### src/hdl/iefa_pkg.sv
// Shared types, codes and helpers for the input event filter with autorepeat.
// Used by every module of the block; no dependencies.
`default_nettype none

package iefa_pkg;

  // default sizes
  localparam int NUM_KEYS_DEF = 512;
  localparam int NUM_ABS_DEF  = 64;
  localparam int TPS_DEF      = 100;

  // fixed code ranges of the small stores
  localparam int NUM_REL = 16;
  localparam int NUM_LED = 16;
  localparam int NUM_SND = 8;
  localparam int NUM_REP = 2;

  // key state and capability rows
  localparam int ROW_BITS = 64;
  localparam int ROW_SH   = 6;

  // config port
  localparam int CFG_AW = 6;
  localparam int CFG_DW = 64;

  localparam logic [2:0] REG_TYPE_EN = 3'd0;
  localparam logic [2:0] REG_ABS_EN  = 3'd1;
  localparam logic [2:0] REG_REL_EN  = 3'd2;
  localparam logic [2:0] REG_LED_EN  = 3'd3;
  localparam logic [2:0] REG_SND_EN  = 3'd4;

  localparam logic [1:0] REQ_EVENT = 2'd0;
  localparam logic [1:0] REQ_TICK  = 2'd1;
  localparam logic [1:0] REQ_LOAD  = 2'd2;

  localparam logic [4:0] T_KEY = 5'd1;
  localparam logic [4:0] T_REL = 5'd2;
  localparam logic [4:0] T_ABS = 5'd3;
  localparam logic [4:0] T_LED = 5'd17;
  localparam logic [4:0] T_SND = 5'd18;
  localparam logic [4:0] T_REP = 5'd20;

  localparam logic [31:0] KEY_REPEAT = 32'd2;

  typedef struct packed {
    logic [1:0]         req_type;
    logic [4:0]         event_type;
    logic [8:0]         event_code;
    logic signed [31:0] event_value;
    logic [2:0]         cap_index;
    logic [63:0]        cap_word;
  } in_word_t;

  typedef struct packed {
    logic [4:0]         out_type;
    logic [8:0]         out_code;
    logic signed [31:0] out_value;
    logic               to_device;
  } out_word_t;

  typedef struct packed {
    logic [31:0] type_enable;
    logic [63:0] abs_enable;
    logic [15:0] rel_enable;
    logic [15:0] led_enable;
    logic [7:0]  snd_enable;
  } cfg_t;

  function automatic int addr_bits(input int depth);
    return (depth > 1) ? $clog2(depth) : 1;
  endfunction

  // non-positive delays fire on the next tick
  function automatic logic [31:0] ticks_of(input logic [31:0] v);
    return ((v == 32'd0) || v[31]) ? 32'd1 : v;
  endfunction

endpackage

`default_nettype wire

### src/hdl/iefa_regs.sv
// APB-style configuration registers of the event filter.
// Depends on iefa_pkg for cfg_t and register indexes.
`default_nettype none

module iefa_regs (
  input  wire logic                        clk,
  input  wire logic                        rst_n,
  input  wire logic                        psel,
  input  wire logic                        penable,
  input  wire logic                        pwrite,
  input  wire logic [iefa_pkg::CFG_AW-1:0] paddr,
  input  wire logic [iefa_pkg::CFG_DW-1:0] pwdata,
  output logic      [iefa_pkg::CFG_DW-1:0] prdata,
  output logic                             pready,
  output iefa_pkg::cfg_t                   cfg
);
  import iefa_pkg::*;

  cfg_t       cfg_r, cfg_nxt;
  logic [2:0] idx;
  logic       wr;

  assign idx    = paddr[CFG_AW-1:3];
  assign wr     = psel && penable && pwrite;
  assign pready = 1'b1;
  assign cfg    = cfg_r;

  always_comb begin
    cfg_nxt = cfg_r;
    if (wr) begin
      case (idx)
        REG_TYPE_EN: cfg_nxt.type_enable = pwdata[31:0];
        REG_ABS_EN:  cfg_nxt.abs_enable  = pwdata;
        REG_REL_EN:  cfg_nxt.rel_enable  = pwdata[15:0];
        REG_LED_EN:  cfg_nxt.led_enable  = pwdata[15:0];
        REG_SND_EN:  cfg_nxt.snd_enable  = pwdata[7:0];
        default:     cfg_nxt = cfg_r;
      endcase
    end
  end

  always_comb begin
    case (idx)
      REG_TYPE_EN: prdata = {32'd0, cfg_r.type_enable};
      REG_ABS_EN:  prdata = cfg_r.abs_enable;
      REG_REL_EN:  prdata = {48'd0, cfg_r.rel_enable};
      REG_LED_EN:  prdata = {48'd0, cfg_r.led_enable};
      REG_SND_EN:  prdata = {56'd0, cfg_r.snd_enable};
      default:     prdata = '0;
    endcase
  end

  always_ff @(posedge clk) begin
    if (!rst_n) begin
      cfg_r <= '0;
    end else begin
      cfg_r <= cfg_nxt;
    end
  end

endmodule

`default_nettype wire

### src/hdl/iefa_store.sv
// State memory with a valid bit per entry; unwritten entries read as zero.
// Registered read with write-to-read forwarding. Depends on iefa_pkg.
`default_nettype none

module iefa_store #(
  parameter  int DEPTH = 64,
  parameter  int WIDTH = 32,
  localparam int AW    = iefa_pkg::addr_bits(DEPTH)
) (
  input  wire logic             clk,
  input  wire logic             rst_n,
  input  wire logic             rd_en,
  input  wire logic [AW-1:0]    rd_addr,
  output logic      [WIDTH-1:0] rd_data,
  input  wire logic             wr_en,
  input  wire logic [AW-1:0]    wr_addr,
  input  wire logic [WIDTH-1:0] wr_data
);
  import iefa_pkg::*;

  logic [WIDTH-1:0] mem [DEPTH];
  logic [DEPTH-1:0] vld_r;
  logic [WIDTH-1:0] rd_data_r;

  assign rd_data = rd_data_r;

  always_ff @(posedge clk) begin
    if (wr_en) begin
      mem[wr_addr] <= wr_data;
    end
  end

  always_ff @(posedge clk) begin
    if (rd_en) begin
      if (wr_en && (wr_addr == rd_addr)) begin
        rd_data_r <= wr_data;
      end else if (!vld_r[rd_addr]) begin
        rd_data_r <= '0;
      end else begin
        rd_data_r <= mem[rd_addr];
      end
    end
  end

  always_ff @(posedge clk) begin
    if (!rst_n) begin
      vld_r <= '0;
    end else if (wr_en) begin
      vld_r[wr_addr] <= 1'b1;
    end
  end

endmodule

`default_nettype wire

### src/hdl/iefa_filter.sv
// Event filter and autorepeat timer: decides drop or pass for one word and
// updates the small state registers and the store write ports. Uses iefa_pkg.
`default_nettype none

module iefa_filter #(
  parameter  int NUM_KEYS         = iefa_pkg::NUM_KEYS_DEF,
  parameter  int NUM_ABS          = iefa_pkg::NUM_ABS_DEF,
  parameter  int TICKS_PER_SECOND = iefa_pkg::TPS_DEF,
  localparam int KEY_ROWS         = (NUM_KEYS + iefa_pkg::ROW_BITS - 1) / iefa_pkg::ROW_BITS,
  localparam int KRW              = iefa_pkg::addr_bits(KEY_ROWS),
  localparam int AAW              = iefa_pkg::addr_bits(NUM_ABS)
) (
  input  wire logic               clk,
  input  wire logic               rst_n,
  input  wire logic               adv,
  input  wire iefa_pkg::in_word_t word,
  input  wire iefa_pkg::cfg_t     cfg,
  input  wire logic [63:0]        key_rd,
  input  wire logic [31:0]        abs_rd,
  output iefa_pkg::out_word_t     res,
  output logic                    res_vld,
  output logic                    key_we,
  output logic      [KRW-1:0]     key_waddr,
  output logic      [63:0]        key_wdata,
  output logic                    abs_we,
  output logic      [AAW-1:0]     abs_waddr,
  output logic      [31:0]        abs_wdata
);
  import iefa_pkg::*;

  logic [63:0] cap_r   [KEY_ROWS];
  logic [63:0] cap_nxt [KEY_ROWS];
  logic [31:0] rep_set_r   [NUM_REP];
  logic [31:0] rep_set_nxt [NUM_REP];
  logic [15:0] led_r, led_nxt;
  logic [7:0]  snd_r, snd_nxt;
  logic [8:0]  rcode_r, rcode_nxt;
  logic        armed_r, armed_nxt;
  logic [31:0] cnt_r, cnt_nxt;

  logic        is_evt, is_tick, is_load, fire, active;
  logic [4:0]  f_t;
  logic [8:0]  f_c;
  logic [31:0] f_v;
  logic        kd, key_cap, pass, dev, kwe, awe;

  assign is_evt  = (word.req_type == REQ_EVENT);
  assign is_tick = (word.req_type == REQ_TICK);
  assign is_load = (word.req_type == REQ_LOAD);
  // countdown reaching one on a tick generates the repeat
  assign fire    = is_tick && armed_r && !(cnt_r > 32'd1);
  assign active  = is_evt || fire;

  assign f_t = fire ? T_KEY : word.event_type;
  assign f_c = fire ? rcode_r : word.event_code;
  assign f_v = fire ? KEY_REPEAT : word.event_value;

  // key_rd belongs to the event's own code; a generated repeat never uses kd
  assign kd      = key_rd[f_c[ROW_SH-1:0]];
  assign key_cap = (int'(f_c) < NUM_KEYS) ? cap_r[KRW'(f_c >> ROW_SH)][f_c[ROW_SH-1:0]] : 1'b0;

  always_comb begin
    pass        = 1'b0;
    dev         = 1'b0;
    kwe         = 1'b0;
    awe         = 1'b0;
    cap_nxt     = cap_r;
    rep_set_nxt = rep_set_r;
    led_nxt     = led_r;
    snd_nxt     = snd_r;
    rcode_nxt   = rcode_r;
    armed_nxt   = armed_r;
    cnt_nxt     = cnt_r;

    if (is_load && (int'(word.cap_index) < KEY_ROWS)) begin
      cap_nxt[KRW'(word.cap_index)] = word.cap_word;
    end

    if (active && cfg.type_enable[f_t]) begin
      case (f_t)
        T_KEY: begin
          if (key_cap && ({31'd0, kd} != f_v)) begin
            pass = 1'b1;
            if (f_v != KEY_REPEAT) begin
              kwe = 1'b1;
              if (cfg.type_enable[T_REP]) begin
                if (f_v != 32'd0) begin
                  armed_nxt = 1'b1;
                  cnt_nxt   = ticks_of(rep_set_r[0]);
                  rcode_nxt = f_c;
                end else if (rcode_r == f_c) begin
                  armed_nxt = 1'b0;
                end
              end
            end
          end
        end
        T_ABS: begin
          if ((int'(f_c) < NUM_ABS) && cfg.abs_enable[f_c[5:0]] && (abs_rd != f_v)) begin
            pass = 1'b1;
            awe  = 1'b1;
          end
        end
        T_REL: begin
          pass = (int'(f_c) < NUM_REL) && cfg.rel_enable[f_c[3:0]] && (f_v != 32'd0);
        end
        T_LED: begin
          if ((int'(f_c) < NUM_LED) && cfg.led_enable[f_c[3:0]]
              && ({31'd0, led_r[f_c[3:0]]} != f_v)) begin
            pass                = 1'b1;
            dev                 = 1'b1;
            led_nxt[f_c[3:0]]   = ~led_r[f_c[3:0]];
          end
        end
        T_SND: begin
          if ((int'(f_c) < NUM_SND) && cfg.snd_enable[f_c[2:0]]
              && ({31'd0, snd_r[f_c[2:0]]} != f_v)) begin
            pass                = 1'b1;
            dev                 = 1'b1;
            snd_nxt[f_c[2:0]]   = ~snd_r[f_c[2:0]];
          end
        end
        T_REP: begin
          if ((int'(f_c) < NUM_REP) && (rep_set_r[f_c[0]] != f_v)) begin
            pass                = 1'b1;
            dev                 = 1'b1;
            rep_set_nxt[f_c[0]] = f_v;
          end
        end
        default: pass = 1'b1;
      endcase
    end

    // re-arm with the period even when the generated repeat is dropped
    if (is_tick && armed_r) begin
      if (cnt_r > 32'd1) begin
        cnt_nxt = cnt_r - 32'd1;
      end else begin
        armed_nxt = 1'b1;
        cnt_nxt   = ticks_of(rep_set_r[1]);
      end
    end
  end

  assign res_vld       = pass;
  assign res.out_type  = f_t;
  assign res.out_code  = f_c;
  assign res.out_value = f_v;
  assign res.to_device = dev;

  assign key_we    = adv && kwe;
  assign key_waddr = KRW'(f_c >> ROW_SH);
  assign key_wdata = key_rd ^ (64'd1 << f_c[ROW_SH-1:0]);
  assign abs_we    = adv && awe;
  assign abs_waddr = AAW'(f_c);
  assign abs_wdata = f_v;

  always_ff @(posedge clk) begin
    if (!rst_n) begin
      for (int i = 0; i < KEY_ROWS; i++) begin
        cap_r[i] <= '0;
      end
      rep_set_r[0] <= 32'(TICKS_PER_SECOND / 4);
      rep_set_r[1] <= 32'(TICKS_PER_SECOND / 33);
      led_r        <= '0;
      snd_r        <= '0;
      rcode_r      <= '0;
      armed_r      <= 1'b0;
      cnt_r        <= '0;
    end else if (adv) begin
      cap_r     <= cap_nxt;
      rep_set_r <= rep_set_nxt;
      led_r     <= led_nxt;
      snd_r     <= snd_nxt;
      rcode_r   <= rcode_nxt;
      armed_r   <= armed_nxt;
      cnt_r     <= cnt_nxt;
    end
  end

endmodule

`default_nettype wire

### src/hdl/input_event_filter_autorepeat.sv
// Input event filter with key autorepeat, top level.
// Path: an accepted input word passes the input stage (with store read), then
// the result register, from which its result word leaves.
// Throughput: one word per cycle; stall on the output holds the input stage.
// Reset (synchronous, rst_n low) clears config, state registers and the store
// valid bits at once; no clearing pass is needed.
`default_nettype none

module input_event_filter_autorepeat #(
  parameter int NUM_KEYS         = iefa_pkg::NUM_KEYS_DEF,
  parameter int NUM_ABS          = iefa_pkg::NUM_ABS_DEF,
  parameter int TICKS_PER_SECOND = iefa_pkg::TPS_DEF
) (
  input  wire logic                        clk,
  input  wire logic                        rst_n,
  input  wire logic                        in_valid,
  output logic                             in_stall,
  input  wire iefa_pkg::in_word_t          in_word,
  output logic                             out_valid,
  input  wire logic                        out_stall,
  output iefa_pkg::out_word_t              out_word,
  input  wire logic                        psel,
  input  wire logic                        penable,
  input  wire logic                        pwrite,
  input  wire logic [iefa_pkg::CFG_AW-1:0] paddr,
  input  wire logic [iefa_pkg::CFG_DW-1:0] pwdata,
  output logic      [iefa_pkg::CFG_DW-1:0] prdata,
  output logic                             pready
);
  import iefa_pkg::*;

  localparam int KEY_ROWS = (NUM_KEYS + ROW_BITS - 1) / ROW_BITS;
  localparam int KRW      = addr_bits(KEY_ROWS);
  localparam int AAW      = addr_bits(NUM_ABS);

  cfg_t      cfg;
  in_word_t  s1_word_r;
  logic      s1_vld_r, s1_vld_nxt;
  out_word_t out_word_r, res;
  logic      out_vld_r, out_vld_nxt;
  logic      res_vld, adv, accept;

  logic [63:0]    key_rd, key_wdata;
  logic [31:0]    abs_rd, abs_wdata;
  logic           key_we, abs_we;
  logic [KRW-1:0] key_waddr;
  logic [AAW-1:0] abs_waddr;

  assign adv       = s1_vld_r && (!out_vld_r || !out_stall);
  assign in_stall  = s1_vld_r && !adv;
  assign accept    = in_valid && !in_stall;
  assign out_valid = out_vld_r;
  assign out_word  = out_word_r;

  always_comb begin
    s1_vld_nxt = s1_vld_r;
    if (accept) begin
      s1_vld_nxt = 1'b1;
    end else if (adv) begin
      s1_vld_nxt = 1'b0;
    end
    out_vld_nxt = out_vld_r;
    if (adv) begin
      out_vld_nxt = res_vld;
    end else if (!out_stall) begin
      out_vld_nxt = 1'b0;
    end
  end

  always_ff @(posedge clk) begin
    if (!rst_n) begin
      s1_vld_r  <= 1'b0;
      out_vld_r <= 1'b0;
    end else begin
      s1_vld_r  <= s1_vld_nxt;
      out_vld_r <= out_vld_nxt;
    end
  end

  always_ff @(posedge clk) begin
    if (accept) begin
      s1_word_r <= in_word;
    end
    if (adv) begin
      out_word_r <= res;
    end
  end

  iefa_regs u_regs (
    .clk     (clk),
    .rst_n   (rst_n),
    .psel    (psel),
    .penable (penable),
    .pwrite  (pwrite),
    .paddr   (paddr),
    .pwdata  (pwdata),
    .prdata  (prdata),
    .pready  (pready),
    .cfg     (cfg)
  );

  // key state rows, read alongside the input stage
  iefa_store #(
    .DEPTH (KEY_ROWS),
    .WIDTH (ROW_BITS)
  ) u_key_store (
    .clk     (clk),
    .rst_n   (rst_n),
    .rd_en   (accept),
    .rd_addr (KRW'(in_word.event_code >> ROW_SH)),
    .rd_data (key_rd),
    .wr_en   (key_we),
    .wr_addr (key_waddr),
    .wr_data (key_wdata)
  );

  iefa_store #(
    .DEPTH (NUM_ABS),
    .WIDTH (32)
  ) u_abs_store (
    .clk     (clk),
    .rst_n   (rst_n),
    .rd_en   (accept),
    .rd_addr (AAW'(in_word.event_code)),
    .rd_data (abs_rd),
    .wr_en   (abs_we),
    .wr_addr (abs_waddr),
    .wr_data (abs_wdata)
  );

  iefa_filter #(
    .NUM_KEYS         (NUM_KEYS),
    .NUM_ABS          (NUM_ABS),
    .TICKS_PER_SECOND (TICKS_PER_SECOND)
  ) u_filter (
    .clk       (clk),
    .rst_n     (rst_n),
    .adv       (adv),
    .word      (s1_word_r),
    .cfg       (cfg),
    .key_rd    (key_rd),
    .abs_rd    (abs_rd),
    .res       (res),
    .res_vld   (res_vld),
    .key_we    (key_we),
    .key_waddr (key_waddr),
    .key_wdata (key_wdata),
    .abs_we    (abs_we),
    .abs_waddr (abs_waddr),
    .abs_wdata (abs_wdata)
  );

endmodule

`default_nettype wire

### config.mk
export PLATFORM = sky130hd
export DESIGN_NAME = input_event_filter_autorepeat
export DESIGN_NICKNAME = d
export VERILOG_FILES = /design/src/hdl/iefa_pkg.sv /design/src/hdl/iefa_regs.sv /design/src/hdl/iefa_store.sv /design/src/hdl/iefa_filter.sv /design/src/hdl/input_event_filter_autorepeat.sv
export SDC_FILE = /design/constraint.sdc
export NUM_CORES = 2
export LEC_CHECK = 0
export BUFFER_PORTS_ARGS = -buffer_cell sky130_fd_sc_hd__buf_4
export CORE_MARGIN = 2
export CORE_UTILIZATION = 60
export DETAILED_ROUTE_END_ITERATION = 8
export PLACE_DENSITY_LB_ADDON = 0.25
export SLEW_MARGIN = 20
export SYNTH_ARGS = -nofsm -noshare
export SYNTH_HDL_FRONTEND = slang
export SYNTH_SLANG_ARGS = --single-unit
### constraint.sdc
create_clock -name clk -period 23.2 [get_ports clk]
set_input_delay 6.96 -clock clk [delete_from_list [all_inputs] [get_ports clk]]
set_output_delay 6.96 -clock clk [all_outputs]
set_load 0.1 [all_outputs]
==> results.toml <==
[floorplanning]
die_area_um2 = 256000
dieHeight_um = 506
io_pins = 306
die-width_um = 506
coreArea_um2 = 251000
start_util_pct = 60.3
rows = 184

[global_routing]
grt-ovfl-total = 0
antenna_found_initial = 28
first_global_vias = 93400
grt_pass1_wl_um = 641000
grtUsageTotal_pct = 34.6
grt_max_degree = 248

[run_status]
status = "finished, final reports clean"

[timing]
finalClockSkew_ns = 0.0678
maxSlewHeadroom_pct = 18.9
grt_setup_unrepaired = "false"
final-hold-violation-count = 0
finalCriticalPeriod_ns = 15.97
slew_viol_final = 0
tns_ns = 0
max_clock_freq_ghz = 0.0626
holdWs_ns = 0.454
finalSetupViolCount = 0
period_share_pct = 68.8
worst_pin_slew_ns = 1.22

[clock_tree]
cts_buffers = 372
cts_tree = "yes"
cts-root-buf = "clkbuf_16"
cts_hold_buf = 0
cts_max_level = 5
cts_setup_buffers = 0
cts_resized = 0
cts_buffer_depth = 4
clock_sinks = 3670
clock_latency_ns = 1.01
clkTransAtPathRegs_ns = 0.06

[critical_path]
crit_buf_inv = 3
cp-end-kind = "output port"
cp_common_cell = "buf_4"
slowest_stage = "nor2b_1"
start_kind = "primary input"
crit_fanout = 50
max_stage_delay_ns = 0.47
arrival_ns = 9.01
cp_data_required_time_ns = 16.24
timing_worst_setup_path_type = "in2out"
crit_family = "buffers and inverters"
critical_path.cell_chain = "buf_4 > nor2b_1 > nor2b_2 > buf_4 > a22o_1 > buf_4"

[yosys]
syn_nets = 9943
syn-cell-area_um2 = 151000
seq_area_frac_synth_pct = 67.2
synth.area.top_cells = "edfxtp_1 (56%), mux4_2 (15%), dfxtp_1 (11%)"
ys_warn_count = 0
postSynth.asyncResetShare_pct = 0
synth.avg_cell_area_um2 = 15.5
ys_types = 88
synth_ff_type = "edfxtp_1"
syn-instance-count = 9749
synth_edf_count = 2818
yosys.area.top_type = "edfxtp_1"
synth.top_cell.area_share_pct = 55.9
ys_ff_latch = 3670

[routing]
vias_per_cell = 6.89
firstDrtPassIters = 8
drc = 0
drtAntennaViolNets = 0
drt_iter0_drc = 14400
routed_wl_um = 447000
vias = 93700
wl_per_cell_um = 32.9

[flow_run]
maxCapViolCount = 0

[placement]
place_hpwl_um = 238000
gp_congestion = 0.950
port-buffer-count = 301

[power]
pwr-share-clk_pct = 42.9
fin_total_pwr_mw = 13.7
peakVddDrop_mv = 0.0869
p_leak_nw = 54.7
pwr-share-seq_pct = 52.0
swShare_pct = 21.7
internal-power_mw = 10.7
combPwrFrac_pct = 5.0
p_per_area_nw_per_um2 = 81.1
p_switching_mw = 2.98

[layout]
synthToLayoutAreaGrowth_pct = 11.7
final_util_pct = 67.3
drive_above_1_share_pct = 22.4
layout.nets = 10100

[min_path]
hp-class = "reg2reg"
-- sequential cells by signal, summed over array words and instances, names as in the netlist --
signal               flops
u_abs_store.vld_r       64
u_key_store.rd_data     64
u_abs_store.rd_data     32
u_key_store.mem        512
u_filter.armed_r         1
u_regs.cfg             136
out_valid                1
s1_word_r              115
s1_vld_r                 1
u_abs_store.mem       2048
u_filter.rcode_r         9
out_word                47
u_filter.cnt_r          32
u_filter.cap_r         512
u_key_store.vld_r        8
u_filter.led_r          16
u_filter.rep_set_r      64
u_filter.snd_r           8
-- cells by family after synthesis --
logic type,Yosys count,share of synthesized area [%]
flip-flops,3670,67.2
AND/OR/NAND/NOR,2519,7.03
multiplexers,1446,18.1
AO/OA/AOI/OAI,1181,4.58
buffers and inverters,780,2.19
XOR/XNOR,150,0.868
adder cells (fa/ha/maj),2,0.0165
other,1,0.00248
-- final cells by class --
class / instances / area [um^2]
Multi-Input combinational cell: 5299 / 47000
Inverter: 30 / 123
Tap cell: 3348 / 4190
Clock inverter: 163 / 1600
Timing Repair Buffer: 560 / 4320
Antenna cell: 26 / 65.1
Sequential cell: 3670 / 102000
Clock buffer: 503 / 10200
Fill cell: 16100 / 82000
-- power groups by stage --
| stage | Sequential [mW] | Clock, mW | Combinational [mW] |
|---|---|---|---|
| finish | 7.13 | 5.89 | 0.689 |
| global route | 7.13 | 6.17 | 0.713 |
| CTS | 7.13 | 5.93 | 0.680 |
| detailed placement | 7.27 | 0 | 0.672 |
| global placement | 7.27 | 0 | 0.658 |
| floorplan | 7.27 | 0 | 0.414 |
-- synthesized netlist by cell type (14+ instances only) --
master    number
a211oi_1      39
a21oi_1      737
a22o_1        17
a22oi_1       52
a31oi_1       33
and2_1        83
and3_1        19
buf_1        124
buf_2         50
buf_4         69
clkbuf_1     494
dfxtp_1      852
edfxtp_1    2818
inv_1         22
mux2_1        60
mux2_2        26
mux2i_1      330
mux4_2      1023
nand2_1     1679
nand2b_1      14
nand3_1      138
nand4_1       26
nor2_1       330
nor2b_1       27
nor3_1        62
nor4_1        63
o211ai_1      20
o21a_1        60
o21ai_0       77
o22ai_1       17
o31ai_1       30
xnor2_1      137
-- routing by layer --
metal | global-route usage [%] | vias to the layer above | routed length (um)
met5 | 0 | - | 54
met4 | 19.5 | 8 | 28500
met3 | 7.56 | 1389 | 51200
met2 | 55.0 | 6881 | 212000
met1 | 44.5 | 47600 | 155000
li1 | - | 37800 | -
-- path summary, 6_finish.rpt --
kind	to	slack, ns	startpoint	cells after the start
max	prdata[16]	7.23	paddr[3]	6
min	u_filter.cap_r[318]$_SDFFE_PN0P_	0.45	u_filter.cap_r[318]$_SDFFE_PN0P_	2
max reg2reg	u_key_store.mem[7][37]$_DFFE_PP_	14.17	u_filter.cnt_r[27]$_SDFFE_PN0P_	16
min reg2reg	u_filter.cap_r[318]$_SDFFE_PN0P_	0.45	u_filter.cap_r[318]$_SDFFE_PN0P_	2
-- layout by cell type (no fill, tap or decap), drive strengths merged, types with 20 or more instances in the layout --
| cell type | count |
|---|---|
| a31oi | 33 |
| clkinv | 127 |
| nor2b | 27 |
| mux2i | 337 |
| nand4 | 26 |
| nor4 | 66 |
| nor2 | 330 |
| nand2 | 1680 |
| a22oi | 52 |
| a211oi | 39 |
| buf | 559 |
| o21ai | 80 |
| edfxtp | 2818 |
| mux4 | 1023 |
| diode | 26 |
| clkbuf | 504 |
| o211ai | 20 |
| mux2 | 86 |
| inv | 29 |
| o21a | 60 |
| nor3 | 63 |
| xnor2 | 137 |
| nand3 | 139 |
| o31ai | 31 |
| dfxtp | 852 |
| and2 | 84 |
| bufinv | 30 |
| a21oi | 740 |
-- metrics by stage --
stage               setup slack (ns)  instances  cell area [um^2]
finish                          7.23      13600            169000
global route                    7.02      13600            169000
global placement                7.31      12900            157000
CTS                             7.26      13600            169000
detailed placement              7.27      12900            157000
floorplan                       5.54       9749            151000
-- worst reg2reg max path, delay by kind of cell (launching register included) --
kind,cells,cell delay [ns]
compound gates,4,1.76
buf+inv,3,1.75
flops,1,0.39
mux,1,0.30
simple gates,8,4.40
(Power assumes the default switching activity.)
